`src/sv/lts_pkg.sv`:
```
// ----------------------------------------------------------------------------
// lts_pkg
// Types and constants shared by the literal token scanner modules.
// ----------------------------------------------------------------------------
package lts_pkg;

    // command codes
    localparam logic [2:0] CMD_CONTINUE = 3'd0;
    localparam logic [2:0] CMD_STRING   = 3'd1;
    localparam logic [2:0] CMD_CHAR     = 3'd2;
    localparam logic [2:0] CMD_INTEGER  = 3'd3;
    localparam logic [2:0] CMD_NATURAL  = 3'd4;
    localparam logic [2:0] CMD_REAL     = 3'd5;

    // token kind codes
    localparam logic [1:0] KIND_STRING  = 2'd0;
    localparam logic [1:0] KIND_CHAR    = 2'd1;
    localparam logic [1:0] KIND_INTEGER = 2'd2;
    localparam logic [1:0] KIND_REAL    = 2'd3;

    // error codes
    localparam logic [2:0] ERR_NONE      = 3'd0;
    localparam logic [2:0] ERR_READ      = 3'd1;
    localparam logic [2:0] ERR_PREMATURE = 3'd2;
    localparam logic [2:0] ERR_UNEXPECT  = 3'd3;
    localparam logic [2:0] ERR_ESCAPE    = 3'd4;
    localparam logic [2:0] ERR_EMPTY     = 3'd5;
    localparam logic [2:0] ERR_NO_QUOTE  = 3'd6;

    // characters
    localparam logic [7:0] CH_TAB    = 8'h09;
    localparam logic [7:0] CH_LF     = 8'h0A;
    localparam logic [7:0] CH_CR     = 8'h0D;
    localparam logic [7:0] CH_SPACE  = 8'h20;
    localparam logic [7:0] CH_QUOTE  = 8'h27;
    localparam logic [7:0] CH_PLUS   = 8'h2B;
    localparam logic [7:0] CH_MINUS  = 8'h2D;
    localparam logic [7:0] CH_DOT    = 8'h2E;
    localparam logic [7:0] CH_ZERO   = 8'h30;
    localparam logic [7:0] CH_NINE   = 8'h39;
    localparam logic [7:0] CH_UPPER_E = 8'h45;
    localparam logic [7:0] CH_BSLASH = 8'h5C;
    localparam logic [7:0] CH_UNDER  = 8'h5F;
    localparam logic [7:0] CH_LOWER_E = 8'h65;
    localparam logic [7:0] CH_LOWER_N = 8'h6E;
    localparam logic [7:0] CH_LOWER_T = 8'h74;
    localparam logic [7:0] CH_TILDE  = 8'h7E;

    typedef enum logic [4:0] {
        ST_IDLE,
        ST_STR,
        ST_CHR_OPEN,
        ST_CHR_BODY,
        ST_CHR_ESC,
        ST_CHR_CLOSE,
        ST_INT_SIGN,
        ST_NAT_SIGN,
        ST_INT_DIG1,
        ST_INT_DIGS,
        ST_INT_ESIGN,
        ST_INT_EDIG1,
        ST_INT_EDIGS,
        ST_REAL_SIGN,
        ST_REAL_LEAD,
        ST_REAL_FRAC1,
        ST_REAL_FRAC,
        ST_REAL_INT,
        ST_REAL_FRAC2,
        ST_REAL_EXP,
        ST_REAL_ESIGN,
        ST_REAL_EDIG1,
        ST_REAL_EDIGS
    } scan_state_t;

    typedef struct packed {
        logic [2:0] command;
        logic [7:0] char_code;
        logic       at_end;
        logic       read_fault;
    } lts_req_t;

    typedef struct packed {
        logic [7:0] out_char;
        logic       out_valid;
        logic       consumed;
        logic       token_done;
        logic [2:0] error_code;
        logic [1:0] token_kind;
    } lts_rsp_t;

    // classified item, as held in the queue
    typedef struct packed {
        logic        start;
        scan_state_t start_state;
        logic [7:0]  chr;
        logic        fault;
        logic        at_end;
        logic        have;
        logic        dig;
        logic        is_e;
        logic        plus;
        logic        minus;
        logic        dot;
        logic        quote;
        logic        bslash;
        logic        ltr_n;
        logic        ltr_t;
        logic        tilde;
        logic        under;
        logic        blank;
    } lts_entry_t;

endpackage

```
`src/sv/lts_front.sv`:
```
// ----------------------------------------------------------------------------
// lts_front
// Accepts input items and classifies the command and character for the queue.
// ----------------------------------------------------------------------------
module lts_front
(
    input  logic                  req_valid,
    output logic                  req_stall,
    input  lts_pkg::lts_req_t     req,
    input  logic                  queue_full,
    output logic                  push,
    output lts_pkg::lts_entry_t   entry
);

    logic       have;
    logic [7:0] c;

    assign req_stall = queue_full;
    assign push      = req_valid && !queue_full;
    assign c         = req.char_code;
    assign have      = !req.at_end && !req.read_fault;

    always_comb
    begin
        entry.start       = 1'b1;
        entry.start_state = lts_pkg::ST_IDLE;
        case (req.command)
            lts_pkg::CMD_STRING:  entry.start_state = lts_pkg::ST_STR;
            lts_pkg::CMD_CHAR:    entry.start_state = lts_pkg::ST_CHR_OPEN;
            lts_pkg::CMD_INTEGER: entry.start_state = lts_pkg::ST_INT_SIGN;
            lts_pkg::CMD_NATURAL: entry.start_state = lts_pkg::ST_NAT_SIGN;
            lts_pkg::CMD_REAL:    entry.start_state = lts_pkg::ST_REAL_SIGN;
            default:              entry.start       = 1'b0;   // continue, unused codes
        endcase

        entry.chr    = c;
        entry.fault  = req.read_fault;
        entry.at_end = req.at_end;
        entry.have   = have;
        entry.dig    = have && (c inside {[lts_pkg::CH_ZERO:lts_pkg::CH_NINE]});
        entry.is_e   = have && (c inside {lts_pkg::CH_LOWER_E, lts_pkg::CH_UPPER_E});
        entry.plus   = have && (c == lts_pkg::CH_PLUS);
        entry.minus  = have && (c == lts_pkg::CH_MINUS);
        entry.dot    = have && (c == lts_pkg::CH_DOT);
        entry.quote  = have && (c == lts_pkg::CH_QUOTE);
        entry.bslash = have && (c == lts_pkg::CH_BSLASH);
        entry.ltr_n  = have && (c == lts_pkg::CH_LOWER_N);
        entry.ltr_t  = have && (c == lts_pkg::CH_LOWER_T);
        entry.tilde  = have && (c == lts_pkg::CH_TILDE);
        entry.under  = have && (c == lts_pkg::CH_UNDER);
        entry.blank  = have && (c inside {lts_pkg::CH_SPACE, lts_pkg::CH_TAB,
                                          lts_pkg::CH_LF, lts_pkg::CH_CR});
    end

endmodule

```
`src/sv/lts_fifo.sv`:
```
// ----------------------------------------------------------------------------
// lts_fifo
// Short queue of classified items between the front and back parts.
// ----------------------------------------------------------------------------
module lts_fifo
#(
    parameter int DEPTH = 2
)
(
    input  logic                  clk,
    input  logic                  rst_n,
    input  logic                  push,
    input  lts_pkg::lts_entry_t   din,
    output logic                  full,
    input  logic                  pop,
    output lts_pkg::lts_entry_t   dout,
    output logic                  not_empty
);

    localparam int PTR_W = (DEPTH > 1) ? $clog2(DEPTH) : 1;
    localparam int CNT_W = $clog2(DEPTH + 1);

    lts_pkg::lts_entry_t mem_reg [DEPTH];
    logic [PTR_W-1:0]    wr_ptr_reg, wr_ptr_next;
    logic [PTR_W-1:0]    rd_ptr_reg, rd_ptr_next;
    logic [CNT_W-1:0]    count_reg, count_next;

    assign full      = (count_reg == CNT_W'(DEPTH));
    assign not_empty = (count_reg != '0);
    assign dout      = mem_reg[rd_ptr_reg];

    always_comb
    begin
        wr_ptr_next = wr_ptr_reg;
        rd_ptr_next = rd_ptr_reg;
        count_next  = count_reg;
        if (push)
        begin
            wr_ptr_next = (wr_ptr_reg == PTR_W'(DEPTH - 1)) ? '0 : wr_ptr_reg + 1'b1;
        end
        if (pop)
        begin
            rd_ptr_next = (rd_ptr_reg == PTR_W'(DEPTH - 1)) ? '0 : rd_ptr_reg + 1'b1;
        end
        if (push && !pop)
        begin
            count_next = count_reg + 1'b1;
        end
        else if (pop && !push)
        begin
            count_next = count_reg - 1'b1;
        end
    end

    always_ff @(posedge clk or negedge rst_n)
    begin
        if (!rst_n)
        begin
            wr_ptr_reg <= '0;
            rd_ptr_reg <= '0;
            count_reg  <= '0;
        end
        else
        begin
            wr_ptr_reg <= wr_ptr_next;
            rd_ptr_reg <= rd_ptr_next;
            count_reg  <= count_next;
        end
    end

    always_ff @(posedge clk)
    begin
        if (push)
        begin
            mem_reg[wr_ptr_reg] <= din;
        end
    end

endmodule

```
`src/sv/lts_back.sv`:
```
// ----------------------------------------------------------------------------
// lts_back
// Scan state machine: steps one classified item and registers the result.
// ----------------------------------------------------------------------------
module lts_back
(
    input  logic                  clk,
    input  logic                  rst_n,
    input  logic                  item_ready,
    input  lts_pkg::lts_entry_t   item,
    output logic                  pop,
    output logic                  rsp_valid,
    input  logic                  rsp_stall,
    output lts_pkg::lts_rsp_t     rsp
);

    lts_pkg::scan_state_t state_reg, state_next;
    lts_pkg::lts_rsp_t    rsp_reg, rsp_next;
    logic                 valid_reg, valid_next;

    assign pop       = item_ready && (!valid_reg || !rsp_stall);
    assign rsp_valid = valid_reg;
    assign rsp       = rsp_reg;

    always_comb
    begin
        lts_pkg::scan_state_t st;
        lts_pkg::scan_state_t nxt;
        lts_pkg::lts_rsp_t    r;
        logic                 handled;
        logic [2:0]           miss;

        st      = item.start ? item.start_state : state_reg;
        nxt     = st;
        r       = '0;
        handled = 1'b0;
        miss    = item.fault ? lts_pkg::ERR_READ :
                  (item.at_end ? lts_pkg::ERR_PREMATURE : lts_pkg::ERR_UNEXPECT);

        case (st)
            lts_pkg::ST_CHR_OPEN, lts_pkg::ST_CHR_BODY, lts_pkg::ST_CHR_ESC,
            lts_pkg::ST_CHR_CLOSE:
                r.token_kind = lts_pkg::KIND_CHAR;
            lts_pkg::ST_INT_SIGN, lts_pkg::ST_NAT_SIGN, lts_pkg::ST_INT_DIG1,
            lts_pkg::ST_INT_DIGS, lts_pkg::ST_INT_ESIGN, lts_pkg::ST_INT_EDIG1,
            lts_pkg::ST_INT_EDIGS:
                r.token_kind = lts_pkg::KIND_INTEGER;
            lts_pkg::ST_REAL_SIGN, lts_pkg::ST_REAL_LEAD, lts_pkg::ST_REAL_FRAC1,
            lts_pkg::ST_REAL_FRAC, lts_pkg::ST_REAL_INT, lts_pkg::ST_REAL_FRAC2,
            lts_pkg::ST_REAL_EXP, lts_pkg::ST_REAL_ESIGN, lts_pkg::ST_REAL_EDIG1,
            lts_pkg::ST_REAL_EDIGS:
                r.token_kind = lts_pkg::KIND_REAL;
            default:
                r.token_kind = lts_pkg::KIND_STRING;
        endcase

        // optional leading sign; otherwise fall through to the next phase
        case (st)
            lts_pkg::ST_INT_SIGN,
            lts_pkg::ST_NAT_SIGN:
            begin
                if (item.plus || (st == lts_pkg::ST_INT_SIGN && item.minus))
                begin
                    r.out_char = item.chr; r.out_valid = 1'b1; r.consumed = 1'b1;
                    nxt = lts_pkg::ST_INT_DIG1;
                    handled = 1'b1;
                end
                else
                begin
                    st = lts_pkg::ST_INT_DIG1;
                end
            end
            lts_pkg::ST_REAL_SIGN:
            begin
                if (item.plus || item.minus)
                begin
                    r.out_char = item.chr; r.out_valid = 1'b1; r.consumed = 1'b1;
                    nxt = lts_pkg::ST_REAL_LEAD;
                    handled = 1'b1;
                end
                else
                begin
                    st = lts_pkg::ST_REAL_LEAD;
                end
            end
            default: ;
        endcase

        // mantissa phases of a real that fall through to the exponent
        if (!handled)
        begin
            case (st)
                lts_pkg::ST_REAL_LEAD:
                begin
                    if (item.dot || item.dig)
                    begin
                        r.out_char = item.chr; r.out_valid = 1'b1; r.consumed = 1'b1;
                        nxt = item.dot ? lts_pkg::ST_REAL_FRAC1 : lts_pkg::ST_REAL_INT;
                        handled = 1'b1;
                    end
                    else
                    begin
                        st = lts_pkg::ST_REAL_EXP;
                    end
                end
                lts_pkg::ST_REAL_FRAC,
                lts_pkg::ST_REAL_FRAC2:
                begin
                    if (item.dig)
                    begin
                        r.out_char = item.chr; r.out_valid = 1'b1; r.consumed = 1'b1;
                        handled = 1'b1;
                    end
                    else
                    begin
                        st = lts_pkg::ST_REAL_EXP;
                    end
                end
                lts_pkg::ST_REAL_INT:
                begin
                    if (item.dig || item.dot)
                    begin
                        r.out_char = item.chr; r.out_valid = 1'b1; r.consumed = 1'b1;
                        if (item.dot)
                        begin
                            nxt = lts_pkg::ST_REAL_FRAC2;
                        end
                        handled = 1'b1;
                    end
                    else
                    begin
                        st = lts_pkg::ST_REAL_EXP;
                    end
                end
                default: ;
            endcase
        end

        // exponent mark of a real, optional exponent sign
        if (!handled)
        begin
            case (st)
                lts_pkg::ST_REAL_EXP:
                begin
                    if (item.is_e)
                    begin
                        r.out_char = item.chr; r.out_valid = 1'b1; r.consumed = 1'b1;
                        nxt = lts_pkg::ST_REAL_ESIGN;
                    end
                    else
                    begin
                        r.token_done = 1'b1;
                        nxt = lts_pkg::ST_IDLE;
                    end
                    handled = 1'b1;
                end
                lts_pkg::ST_REAL_ESIGN:
                begin
                    if (item.plus || item.minus)
                    begin
                        r.out_char = item.chr; r.out_valid = 1'b1; r.consumed = 1'b1;
                        nxt = lts_pkg::ST_REAL_EDIG1;
                        handled = 1'b1;
                    end
                    else
                    begin
                        st = lts_pkg::ST_REAL_EDIG1;
                    end
                end
                lts_pkg::ST_INT_ESIGN:
                begin
                    if (item.plus)
                    begin
                        r.out_char = item.chr; r.out_valid = 1'b1; r.consumed = 1'b1;
                        nxt = lts_pkg::ST_INT_EDIG1;
                        handled = 1'b1;
                    end
                    else
                    begin
                        st = lts_pkg::ST_INT_EDIG1;
                    end
                end
                default: ;
            endcase
        end

        if (!handled)
        begin
            case (st)
                lts_pkg::ST_STR:
                begin
                    if (item.fault)
                    begin
                        r.token_done = 1'b1; r.error_code = lts_pkg::ERR_READ;
                        nxt = lts_pkg::ST_IDLE;
                    end
                    else if (item.at_end || item.blank)
                    begin
                        r.token_done = 1'b1;
                        nxt = lts_pkg::ST_IDLE;
                    end
                    else
                    begin
                        r.out_valid = 1'b1; r.consumed = 1'b1;
                        r.out_char = item.tilde ? lts_pkg::CH_TAB :
                                     (item.under ? lts_pkg::CH_SPACE : item.chr);
                    end
                end
                lts_pkg::ST_CHR_OPEN:
                begin
                    if (item.quote)
                    begin
                        r.consumed = 1'b1;
                        nxt = lts_pkg::ST_CHR_BODY;
                    end
                    else
                    begin
                        r.token_done = 1'b1; r.error_code = miss;
                        nxt = lts_pkg::ST_IDLE;
                    end
                end
                lts_pkg::ST_CHR_BODY:
                begin
                    if (item.fault || item.at_end)
                    begin
                        r.token_done = 1'b1;
                        r.error_code = item.fault ? lts_pkg::ERR_READ : lts_pkg::ERR_EMPTY;
                        nxt = lts_pkg::ST_IDLE;
                    end
                    else if (item.bslash)
                    begin
                        r.consumed = 1'b1;
                        nxt = lts_pkg::ST_CHR_ESC;
                    end
                    else
                    begin
                        r.out_char = item.chr; r.out_valid = 1'b1; r.consumed = 1'b1;
                        nxt = lts_pkg::ST_CHR_CLOSE;
                    end
                end
                lts_pkg::ST_CHR_ESC:
                begin
                    if (item.quote || item.ltr_n || item.ltr_t || item.bslash)
                    begin
                        r.out_valid = 1'b1; r.consumed = 1'b1;
                        r.out_char = item.ltr_n ? lts_pkg::CH_LF :
                                     (item.ltr_t ? lts_pkg::CH_TAB : item.chr);
                        nxt = lts_pkg::ST_CHR_CLOSE;
                    end
                    else
                    begin
                        r.token_done = 1'b1;
                        r.error_code = item.fault ? lts_pkg::ERR_READ :
                                       (item.at_end ? lts_pkg::ERR_PREMATURE :
                                        lts_pkg::ERR_ESCAPE);
                        nxt = lts_pkg::ST_IDLE;
                    end
                end
                lts_pkg::ST_CHR_CLOSE:
                begin
                    r.token_done = 1'b1;
                    nxt = lts_pkg::ST_IDLE;
                    if (item.quote)
                    begin
                        r.consumed = 1'b1;
                    end
                    else
                    begin
                        r.error_code = lts_pkg::ERR_NO_QUOTE;
                    end
                end
                lts_pkg::ST_INT_DIG1,
                lts_pkg::ST_INT_EDIG1,
                lts_pkg::ST_REAL_FRAC1,
                lts_pkg::ST_REAL_EDIG1:
                begin
                    if (item.dig)
                    begin
                        r.out_char = item.chr; r.out_valid = 1'b1; r.consumed = 1'b1;
                        case (st)
                            lts_pkg::ST_INT_DIG1:   nxt = lts_pkg::ST_INT_DIGS;
                            lts_pkg::ST_INT_EDIG1:  nxt = lts_pkg::ST_INT_EDIGS;
                            lts_pkg::ST_REAL_FRAC1: nxt = lts_pkg::ST_REAL_FRAC;
                            default:                nxt = lts_pkg::ST_REAL_EDIGS;
                        endcase
                    end
                    else
                    begin
                        r.token_done = 1'b1; r.error_code = miss;
                        nxt = lts_pkg::ST_IDLE;
                    end
                end
                lts_pkg::ST_INT_DIGS:
                begin
                    if (item.dig || item.is_e)
                    begin
                        r.out_char = item.chr; r.out_valid = 1'b1; r.consumed = 1'b1;
                        if (item.is_e)
                        begin
                            nxt = lts_pkg::ST_INT_ESIGN;
                        end
                    end
                    else
                    begin
                        r.token_done = 1'b1;
                        nxt = lts_pkg::ST_IDLE;
                    end
                end
                lts_pkg::ST_INT_EDIGS,
                lts_pkg::ST_REAL_EDIGS:
                begin
                    if (item.dig)
                    begin
                        r.out_char = item.chr; r.out_valid = 1'b1; r.consumed = 1'b1;
                    end
                    else
                    begin
                        r.token_done = 1'b1;
                        nxt = lts_pkg::ST_IDLE;
                    end
                end
                default:
                begin
                    nxt = lts_pkg::ST_IDLE;
                end
            endcase
        end

        state_next = pop ? nxt : state_reg;
        rsp_next   = pop ? r : rsp_reg;
        valid_next = pop ? 1'b1 : (valid_reg && rsp_stall);
    end

    always_ff @(posedge clk or negedge rst_n)
    begin
        if (!rst_n)
        begin
            state_reg <= lts_pkg::ST_IDLE;
            valid_reg <= 1'b0;
        end
        else
        begin
            state_reg <= state_next;
            valid_reg <= valid_next;
        end
    end

    always_ff @(posedge clk)
    begin
        rsp_reg <= rsp_next;
    end

endmodule

```
`src/sv/literal_token_scanner_core.sv`:
```
// Path: an accepted item is written into the queue, then the back part's scan step registers its result.
// Throughput: one item per cycle while the output does not stall, set by the scan state step in the back part.
// The queue of QUEUE_DEPTH entries absorbs output stalls; input stalls only when it is full.
// Reset: asynchronous, clears the scan state to idle, empties the queue, drops any result.
// ----------------------------------------------------------------------------
// literal_token_scanner_core
// Literal token scanner: classifying front, item queue, scanning back part.
// ----------------------------------------------------------------------------
module literal_token_scanner_core
#(
    parameter int QUEUE_DEPTH = 2
)
(
    input  logic                clk,
    input  logic                rst_n,
    input  logic                req_valid,
    output logic                req_stall,
    input  lts_pkg::lts_req_t   req,
    output logic                rsp_valid,
    input  logic                rsp_stall,
    output lts_pkg::lts_rsp_t   rsp
);

    lts_pkg::lts_entry_t push_entry;
    lts_pkg::lts_entry_t head_entry;
    logic                push;
    logic                pop;
    logic                queue_full;
    logic                queue_not_empty;

    lts_front u_front
    (
        .req_valid  (req_valid),
        .req_stall  (req_stall),
        .req        (req),
        .queue_full (queue_full),
        .push       (push),
        .entry      (push_entry)
    );

    lts_fifo
    #(
        .DEPTH (QUEUE_DEPTH)
    )
    u_fifo
    (
        .clk       (clk),
        .rst_n     (rst_n),
        .push      (push),
        .din       (push_entry),
        .full      (queue_full),
        .pop       (pop),
        .dout      (head_entry),
        .not_empty (queue_not_empty)
    );

    lts_back u_back
    (
        .clk        (clk),
        .rst_n      (rst_n),
        .item_ready (queue_not_empty),
        .item       (head_entry),
        .pop        (pop),
        .rsp_valid  (rsp_valid),
        .rsp_stall  (rsp_stall),
        .rsp        (rsp)
    );

endmodule
```
`config.mk`:
```
export PLATFORM = sky130hd
export DESIGN_NAME = literal_token_scanner_core
export DESIGN_NICKNAME = d
export VERILOG_FILES = /design/src/sv/lts_pkg.sv /design/src/sv/lts_front.sv /design/src/sv/lts_fifo.sv /design/src/sv/lts_back.sv /design/src/sv/literal_token_scanner_core.sv
export SDC_FILE = /design/constraint.sdc
export NUM_CORES = 1
export LEC_CHECK = 0
export BUFFER_PORTS_ARGS = -buffer_cell sky130_fd_sc_hd__buf_4
export CORE_MARGIN = 3
export CORE_UTILIZATION = 55
export DETAILED_ROUTE_END_ITERATION = 16
export GPL_TIMING_DRIVEN = 0
export PLACE_DENSITY_LB_ADDON = 0.05
export SLEW_MARGIN = 20
export SYNTH_ARGS = -nofsm -noshare
export SYNTH_HDL_FRONTEND = slang
export SYNTH_SLANG_ARGS = --single-unit
```
`constraint.sdc`:
```
create_clock -name clk -period 3.27 [get_ports clk]
set_clock_uncertainty 0.15 [all_clocks]
set_input_delay 0.654 -clock clk [delete_from_list [all_inputs] [get_ports clk]]
set_output_delay 0.654 -clock clk [all_outputs]
set_load 0.03 [all_outputs]
```
**Word level (Yosys, flattened, before mapping)**

Memories as Yosys holds them, arrays and structs flattened. A register that Yosys moved wholly into a read port is not among the register bits.
Index checks and enable logic that the tools add are counted.

- Flip-flop bits (word level): 24
- Bits in writable memories: 56
- ROM bits: 64
- Input port bits: 17
- Output and inout bits: 18
- Word-level logic and storage cells: 212
- Memories kept: 2

Memories:

| name | depth | width | read ports | clocked after memory_dff | write ports | line | source |
|---|---|---|---|---|---|---|---|
| (name not given) | 32 | 2 | 1 | 1 | 0 | lts_back.sv:40 | `case (st)` |
| u_fifo.mem_reg | 2 | 28 | 1 | 0 | 1 | lts_fifo.sv:23 | `lts_pkg::lts_entry_t mem_reg [DEPTH];` |

- Add/subtract/negate cells: 4
- Order comparisons: 2
- Equal/unequal tests: 43
- Muxes and demuxes: 103
- Reductions and logical operators: 48

Operator list:

| cell | number |
|---|---|
| $mux 10 | 14 |
| $mux 5 | 28 |
| $eq 8x7->1 const B | 7 |
| $pmux 5 s2 | 5 |
| $pmux 9 s5 | 1 |
| $eq 5x4->1 const B | 8 |
| $eq 8x6->1 const B | 5 |
| $pmux 10 s2 | 2 |
| $eq 5x5->1 const B | 7 |
| $pmux 5 s7 | 1 |
| $mux 8 | 4 |
| $pmux 10 s3 | 1 |
| $pmux 5 s3 | 2 |
| $eq 8x4->1 const B | 3 |
| $mux 1 | 23 |
| $eq 5x3->1 const B | 4 |
| $logic_and 1x1->1 | 20 |
| $pmux 4 s5 | 1 |
| $mux 3 | 6 |
| $pmux 3 s6 | 1 |
| $mux 4 | 4 |
| $pmux 2 s8 | 1 |
| $mux 14 | 1 |
| $mux 11 | 1 |
| other kinds (23) | 50 |

**Depth between registers and ports, before layout**

Gate-level depths: netlist (run 1).
An unclocked memory read counts as a cell.

- Depth in word-level cells: 19
- Depth in mapped cells: 12
- Depth with buffers taken out: 10

**By module**

From an unflattened synthesis (run 1), not the netlist that was laid out.

- Cell total of the unflattened synthesis: 501
- Area total of the unflattened synthesis: 5449.0 µm²

Modules (own cells, without submodules):

| module | times used | cells an instance | area an instance (µm²) | seq. area each (µm²) |
|---|---|---|---|---|
| lts_back | 1 | 327 | 2603.7 | 630.6 |
| lts_fifo | 1 | 106 | 2399.8 | 1841.8 |
| lts_front | 1 | 68 | 445.4 | 0.0 |

**Worst setup path before layout (run 1)**

OpenSTA, ideal clock, no wires.

- Path type: register to register
- Start point: register u_fifo.rd_ptr_reg
- End point: register u_back.rsp_reg, in the netlist u_back.rsp[6], data pin
- Library setup time: 0.255 ns
- Arrival: 2.803 ns
- Required time: 2.865 ns
- Path slack: 0.063 ns
- Cell stages (with the launch flop): 11
- Buffers on the path: 1
- Period minus slack after synthesis: 3.207 ns
- Cell sequence: dfrtp_1 > buf_6 > or3_1 > o32a_1 > a211o_1 > a2111oi_4 > nor3_2 > nor3_4 > a211oi_2 > o32a_1 > o21ba_1

- Cells in the longest elaborated chain, start to end: 18
- Elaborated cells between the ends (all ways): 81
- Classes of those cells: 22 x eq/ne; 43 x mux; 15 x reduce/logical; 1 x memory

Ends and longest elaborated chain:

| what | line | source |
|---|---|---|
| start, declared | lts_fifo.sv:25 | `logic [PTR_W-1:0] rd_ptr_reg, rd_ptr_next;` |
| start signal, assigned | lts_fifo.sv:66 | `rd_ptr_reg <= rd_ptr_next;` |
| $mem_v2 2x28 (*) | -- |  |
| $mux 5 | lts_back.sv:33 | `st = item.start ? item.start_state : state_reg;` |
| $eq 5x3->1 | lts_back.sv:58, lts_back.sv:62 |  |
| $logic_and 1x1->1 | lts_back.sv:62 | `if (item.plus \|\| (st == lts_pkg::ST_INT_SIGN && item.minus))` |
| $logic_or 1x1->1 | lts_back.sv:62 |  |
| $mux 5 | lts_back.sv:62 |  |
| $pmux 5 s2 | lts_back.sv:58 | `case (st)` |
| $eq 5x4->1 or $eq 5x5->1 (tied branches) | lts_back.sv:92 | `case (st)` |
| [... 2 more ...] | -- |  |
| $mux 5 or $mux 10 (tied branches) | lts_back.sv:90 | `if (!handled)` |
| $eq 5x4->1, or another cell as far along | lts_back.sv:142 | `case (st)` |
| $pmux 5 s2 or $pmux 10 s3 (tied branches) | lts_back.sv:142 |  |
| $mux 5 or $mux 11 (tied branches) | lts_back.sv:140 | `if (!handled)` |
| $eq 5x4->1, or another cell as far along | lts_back.sv:189 | `case (st)` |
| $reduce_or 4->1, or another cell as far along | lts_back.sv:189 |  |
| $pmux 2 s8 | lts_back.sv:189 |  |
| $mux 14 (*) | lts_back.sv:187 | `if (!handled)` |
| end signal, assigned | lts_back.sv:350 | `rsp_reg <= rsp_next;` |
| end, declared | lts_back.sv:18 | `lts_pkg::lts_rsp_t rsp_reg, rsp_next;` |

Every way passes the cells marked *; elsewhere a longest branch is shown, timed or not.
A chain may end at the register's enable or synchronous reset.

**Worst setup path after layout (run 1)**

Same ends and word-level chain as after synthesis.

==> reports/summary.md, run 1 <==
The count of buffers added on input and output ports is 34. After the last flow step, the layout net total stands at 553. The top cell type by total area after synthesis was edfxtp_1. The detailed-route wire length per cell is 22.9 um, and the standby leakage power is 2.20 nW. The run gives 80 as the clock sink count. The power density normalized to cell area came out at 1250 nW/um2.

For the overall overflow remaining after global route, the log shows 0. Yosys attributes the largest share of cell area to edfxtp_1 (43%), dfrtp_1 (5.2%), mux2i_1 (5.2%). For the area of the placeable core, the log shows 8380 um2. The required time at the endpoint of the critical path is 3.26 ns.

The tools report the timing startpoint of the critical path as u_fifo.rd_ptr_reg. The run finished, with violations left. The tools report the starting DRC count in detailed routing as 428. Yosys instantiated no cell more often than edfxtp_1. The maximum root-to-sink buffer count was 2. The first global-routing pass estimated 23.0 mm of wire. The pin count of the biggest net entering global routing is 28, and the number of core rows is 33. Most used flip-flop cell after synthesis: edfxtp_1.

The run gives 460 as the cell count after synthesis. The checks that failed: setup timing. The share of cells above drive strength 1 is 0.362. The cell area after layout came out at 6400 um2. The number of antenna violations at the first check in global routing was 0.

The synthesized design contains 80 register bits. Setup violations remaining at the end of the flow were counted as 10. The commonest cells after synthesis are edfxtp_1 (70), nor2_1 (43), nand2_1 (32). The tools report the final design utilization as 0.763. The number of nets handed over by synthesis was 479. The floorplan step defined a die boundary enclosing 9980 um2.

The number of cells on the worst hold path was 1; the number of maximum-capacitance constraint violations was 0. The post-route minimum period works out to 3.44 ns. Via count of the first global-routing pass: 4404. The part of the cycle the worst path needs is 1.05, and the cell area after synthesis is 4850 um2. The critical register-to-register path startpoint is u_fifo.rd_ptr_reg. In this run the worst hold path is classified as in -> reg. Headroom to the max-slew limit: 0.441.

The width of the chip came out at 99.9 um. The worst register-to-register path has a setup slack of -0.17 ns. The register with the most flip-flops in the layout has 54 of them. The proportion of netlist area held by the largest area contributor works out to 0.433. The timing-limited maximum frequency is 0.291 GHz. The worst setup path is captured at a register. In this run the remaining antenna-violating nets after routing total 0. The run gives 0 as the final-report max-slew violation count. TritonCTS built the clock tree.

Detailed-route vias per instance: 6.93. The logs give -0.171 ns for the final worst slack and 1.00 for the weighted congestion at the end of routability-driven global placement. Data arrives at the worst endpoint at 3.43 ns. The worst setup path is launched from a register. The biggest fanout along the worst timing path was 10. The worst hold path endpoint was u_fifo.mem_reg[1][13]. The combined global-route utilization of all metal layers came out at 0.299.

The distinct cell type count of the synthesized netlist is 75, and the synthesized area per cell is 10.5 um2. By startpoint and endpoint, the worst setup path is classified as reg -> reg. Detailed placement ended at an HPWL of 9.69 mm.

During I/O placement, the number of pins put on the boundary was 35. The share of flip-flops with an asynchronous set or reset after synthesis is 0.125, and the number of cells on the worst reg-to-reg path is 12. Clock slew at the register clock pins of the worst setup and hold paths: 0.10 ns.

The overall routed net length came out at 14.7 mm. The starting utilization of the core area came out at 0.579. The part of the Yosys area used for sequential elements came out at 0.485.

The transition time at the pin with the least slew margin is 0.837 ns, and the first-pass detailed-route iteration total is 6. The worst hold path begins at req[1]. For the placed standard-cell area, the log shows 5270 um2.

The endpoint identified for the worst register-to-register timing path is u_back.rsp[6]. The number of placed instances, taps included, is 600. Setup repair after global routing could not meet its margin everywhere. Once layout is complete, the cells apart from fillers number 644.

Across the VDD grid, the largest voltage drop is 822 uV. In this run, synthesis inferred 70 flip-flops with an integrated enable. The H-tree was split into 3 levels. Buffers inserted during clock tree synthesis total 9. Across all layers, the routed design uses 4461 vias. The area growth from synthesis to layout is 31.9%. The number of hold-slack violations in the final timing report is 0.

The number of warnings issued by yosys was 0. At the later pin of the worst-skew pair, clock insertion delay measures 0.37 ns. The die is 99.9 um tall. Clock tree synthesis selected as its root buffer the cell clkbuf_8.

0 antenna diodes ended up in the layout. For this run, design rule violations remaining after detail routing come to 0.
-- layout make-up --
cell class,count,area [um2]
Buffer,15,109
Clock buffer,9,124
Clock inverter,7,133
Fill cell,537,1980
Inverter,11,41.3
Multi-Input combinational cell,352,2970
Sequential cell,80,2350
Tap cell,105,131
Timing Repair Buffer,65,534
-- worst max path at each step --
| stage | to | slack, ns |
|---|---|---|
| final | u_back.rsp[6] | -0.17 |
| after global routing | u_back.rsp[7] | -0.25 |
| after CTS | u_back.rsp[6] | -0.07 |
| after detailed placement | u_back.rsp[10] | -0.70 |
| after global placement | u_back.rsp[13] | -0.68 |
| after floorplan | u_back.rsp[6] | 0.06 |
-- power by group --
| part | leakage (nW) | internal, mW | switching (mW) |
|---|---|---|---|
| sequential | 0.790 | 1.57 | 0.194 |
| clock | 0.130 | 0.526 | 0.437 |
| combinational | 1.28 | 2.06 | 3.19 |
| total | 2.20 | 4.15 | 3.82 |
-- cell usage in the layout, fill, tap and decap left out, drive strengths merged, types with 4 or more instances in the layout --
cell type	Yosys	routed
nand2b	15	15
a31oi	7	7
inv	11	15
nor4	10	10
edfxtp	70	70
a211oi	9	9
o32a	4	4
nor2b	10	10
o211ai	4	4
buf	8	70
clkbuf	9	18
nor2	43	43
mux2	11	11
nand3	18	18
nor3	16	16
o221ai	6	6
o22ai	11	11
a21oi	23	23
a22oi	7	7
dfrtp	10	10
o21ai	26	26
mux2i	27	27
nand4	9	9
nand2	32	32
and3	6	6
-- stage by stage --
step                      total power, mW  hold slack [ns]  setup slack (ns)  TNS, ns
after floorplan                      4.39            0.208            0.0626        0
after global placement               5.36            0.324            -0.679    -9.40
after detailed placement             5.43            0.339            -0.705    -9.99
after CTS                            7.46            0.340           -0.0678   -0.102
after global routing                 8.37            0.335            -0.254    -2.57
final                                7.98            0.347            -0.171    -1.09
-- kinds of logic (layout without fill, tap and decap cells) --
logic type,Yosys count,in the layout,synth area share
AOI/OAI and AO/OA,130,130,0.196
DFF,80,80,0.485
xor gates and xnor gates,5,5,0.00903
buffers and inverters,28,107,0.0286
muxes,38,38,0.0846
adders and majority gates,2,2,0.00516
and+or+nand+nor,177,177,0.192
-- critical path, cell delays in order, from the launching register on --
cell and delay [ns]:
dfrtp_1 0.41, buf_6 0.15, buf_6 0.15, buf_2 0.22
nor4b_2 0.45, a211oi_2 0.10, o21ai_2 0.36, nand3_4 0.21
nor3_4 0.28, a211oi_4 0.10, buf_12 0.15, o32a_1 0.32
o21ba_1 0.17
-- per-layer routing --
layer / share of wire / global-route usage / routed length [um]
met1: 0.40 / 0.405 / 5900
met2: 0.48 / 0.478 / 7060
met3: 0.088 / 0.0542 / 1290
met4: 0.033 / 0.119 / 481
met5: 0 / 0 / 0
-- timing repair --
item / CTS / global route
buffers inserted: 25 / 5
hold buffers: 1 / 0
endpoints found under the setup margin: 19 / 19
resized for setup: 94 / 33
endpoints found under the hold margin: 10 / 0
pin swaps: 19 / 11
Note: power is estimated with default switching activity, not from simulation.
==> run 2: changes to the inputs <==
--- a/config.mk
+++ b/config.mk
@@ -10,6 +10,7 @@
 export CORE_UTILIZATION = 55
 export DETAILED_ROUTE_END_ITERATION = 16
 export GPL_TIMING_DRIVEN = 0
+export MAX_ROUTING_LAYER = met4
 export PLACE_DENSITY_LB_ADDON = 0.05
 export SLEW_MARGIN = 20
 export SYNTH_ARGS = -nofsm -noshare
==> run 2 against run 1 <==
The flow still finishes with violations (setup timing). Via count is 1.8% higher. Register-to-register slack lost 0.02 ns. Sequential power about the same. Sequential share of layout area down 0.39 points. Fmax is 0.72% lower. Non-clock buffer count is 9 higher. Die area unchanged. Critical path type unchanged. Critical endpoint unchanged. Highest routed layer unchanged.
==> reports/summary.md, run 2 (synthesized netlist as in run 1, its figures left out) <==
The run gives 0.288 GHz (-0.72%) as the timing-limited maximum frequency. The count of final setup violators came out at 11 (+1). The deepest level of the CTS H-tree is 3 (unchanged). The sequential standard cell area was 2350 um2 (unchanged). The clock latency on the worst-skew pair is 0.36 ns (about the same). The post-route minimum period was 3.47 ns (+0.0249 ns).

The pin count of the biggest net entering global routing is 28 (unchanged), and the number of cells on the worst reg-to-reg path is 12 (unchanged). The share of cells above drive strength 1 is 0.358 (-0.00412). For the starting utilization of the core area, the log shows 0.579 (unchanged).

The run gives 0 (unchanged) as the number of hold-slack violations in the final timing report. The run gives 2980 um2 (about the same) as the area of the multi-input gates. The total buffers and inverters traversed by the critical path was 4 (unchanged).

In this run the worst setup path terminates at u_back.rsp[6]. The part of the cycle the worst path needs was 1.06 (+0.00762); the number of maximum-capacitance constraint violations was 0 (unchanged). The starting DRC count in detailed routing was 399 (-6.8%).

The maximum vdd drop was 853 uV (+3.8%); the required time at the endpoint of the critical path was 3.24 ns (-0.02 ns). The tools report the number of core rows as 33 (unchanged). The width of the chip came out at 99.9 um (unchanged). The dominant delay contributor by cell family on the critical path was simple AND/OR/NAND/NOR gates. The logs give 514 (-4.3%) for the number of fill cells and 22.0 mm (-4.2%) for the wire length of the first global-routing pass. The flow ran to the end, but the final reports show violations.

The run gives 0 (unchanged) as the post-route antenna net violation count. Setup repair after global routing could not meet its margin everywhere. The clock sink count came out at 80 (unchanged).

Hold slack: 0.352 ns (+0.00489 ns). The height of the chip is 99.9 um (unchanged), and the standby leakage power is 2.26 nW (+2.7%). The setup slack of the most critical reg-to-reg path is -0.20 ns (-0.02 ns), and the detailed-route vias per instance is 6.95 (+0.39%). The run gives -0.196 ns (-0.0249 ns) as the final worst slack. For the number of nets in the finished design, the log shows 562 (+1.6%). The run gives 9 (unchanged) as the number of clock buffers inserted by TritonCTS. The peak per-stage delay on the critical path works out to 0.52 ns (+0.07 ns). The CTS root buffer is clkbuf_8. The clock slew at the register clock pins of the worst setup and hold paths was 0.09 ns (about the same). Traced cell by cell, the critical path runs through buf_6 -> buf_6 -> clkbuf_4 -> nor4b_2 -> a211oi_4 -> o21ai_4 -> nand3_4 -> nor3_4 -> a211oi_4 -> buf_12 -> o32a_1 -> o21ba_1.

Via count of the first global-routing pass: 4273 (-3.0%). The critical register-to-register path endpoint was u_back.rsp[6]. The overall overflow remaining after global route came out at 0 (unchanged).

The worst setup path is launched from a register. For the combined global-route utilization of all metal layers, the log shows 0.291 (-0.00777). In this run the critical register-to-register path is launched from u_fifo.rd_ptr_reg. The biggest fanout along the worst timing path is 10 (unchanged), and the final antenna diode count is 0 (unchanged). The area of the placeable core is 8380 um2 (unchanged), and the transition time at the pin with the least slew margin is 0.854 ns (+0.0169 ns). The instance count on the critical path is 12 (unchanged). The logs give 0.960 (-4.3%) for the weighted congestion at the end of routability-driven global placement and 35 (unchanged) for the I/O pin count.

Among all stages on the critical path, the largest delay is contributed by nor4b_2. Headroom to the max-slew limit: 0.430 (-0.0113). In this run the worst setup path begins at u_fifo.rd_ptr_reg. The maximum root-to-sink buffer count is 2 (unchanged). The checks that failed: setup timing.

The number of flip-flops in the largest register works out to 54 (unchanged). Leaving out fill and tap cells, the most frequent cells in the layout are buf_4 (71), edfxtp_1 (70), nor2_1 (36). The worst setup path is of the reg -> reg kind. The layout overhead on the synthesized area works out to 33.4%.

The tightest min-delay check is of the in -> reg type. The overall routed net length came out at 14.2 mm (-3.5%). The tools report the kind of capture point of the worst setup path as a register. The area of the die is 9980 um2 (unchanged). The library cell used most frequently in the layout, excluding fill and tap cells, is buf_4. The run gives 0 (unchanged) as the final-report max-slew violation count. The post-route DRC violation count is 0 (unchanged), and the routed via count is 4541 (+1.8%).

The power density normalized to cell area is 1230 nW/um2 (-1.3%), and the final design utilization is 0.772 (+0.00821). The number of antenna violations at the first check in global routing is 0 (unchanged), and the number of port buffers is 34 (unchanged). TritonCTS built the clock tree. The critical path data arrival time was 3.44 ns (about the same); the detailed-route wire length per cell was 21.8 um (-4.9%). The tools report the first-pass detailed-route iteration total as 5 (-1). The total design power came out at 7.95 mW (-0.26%). The final HPWL from detailed placement came out at 9.58 mm (-1.1%).
## run 2: changes by cell type in the layout (fill, tap and decap cells not counted), sizes merged
cell    previous run  this run
buf               70        80
clkbuf            18        17
## run 2: worst register-to-register path, delay by kind of cell, from the launching register on
family | cells | cell delay (ns)
DFF | 1 | 0.41
buffers and inverters | 4 | 0.68
AOI/OAI and AO/OA | 5 | 0.98
and+or+nand+nor | 3 | 1.02
## run 2: final cells by class
type | count | share of cell area
buffer | 15 | 0.0180
clock buffer | 9 | 0.0192
clock inverter | 7 | 0.0205
inverter | 11 | 0.00638
multi-input combinational | 352 | 0.460
sequential | 80 | 0.364
tap | 105 | 0.0203
timing repair buffer | 74 | 0.0919
## run 2: metal layers
layer | vias to the layer above | track usage | wire (um) | part of all wire
li1 | 1994 | - | - | -
met1 | 2179 | 0.389 | 5780 | 0.41
met2 | 330 | 0.450 | 6700 | 0.47
met3 | 38 | 0.0577 | 1420 | 0.10
met4 | 0 | 0.0935 | 310 | 0.022
met5 | - | - | 0 | 0
## run 2: worst min path at each step
| stage | depth (start not counted) | slack [ns] | start | endpoint |
|---|---|---|---|---|
| 2_1_floorplan | 0 | 0.21 | rst_n | u_back.rsp_valid |
| 3_3_place_gp | 1 | 0.32 | u_fifo.wr_ptr_reg | u_fifo.wr_ptr_reg |
| 3_5_place_dp | 1 | 0.34 | rst_n | u_back.rsp_valid |
| 4_1_cts | 1 | 0.34 | req[0] | u_fifo.mem_reg[0][14] |
| 5_1_grt | 1 | 0.34 | req[0] | u_fifo.mem_reg[0][14] |
| 6_report | 1 | 0.35 | req[0] | u_fifo.mem_reg[0][14] |
## run 2: report_power, final
| part | switching, mW | internal, mW |
|---|---|---|
| Clock | 0.401 | 0.526 |
| Combinational | 3.14 | 2.13 |
| Sequential | 0.191 | 1.57 |
## run 2: metrics by stage
stage	setup TNS (ns)	std cells	cell area, um2	setup WS (ns)
after global routing	-3.24	653	6470	-0.340
after global placement	-7.80	599	5240	-0.634
after floorplan	0	460	4850	0.0626
after CTS	-0.465	644	6210	-0.0837
after detailed placement	-8.84	600	5270	-0.642
final	-1.65	653	6470	-0.196
## run 2: timing repair
item | 4_1_cts | 5_1_grt
hold endpoints to repair | 10 | 0
hold buffers | 1 | 0
gates resized for setup | 89 | 38
buffers inserted | 31 | 9
pin swaps | 27 | 10
endpoints found under the setup margin | 19 | 19
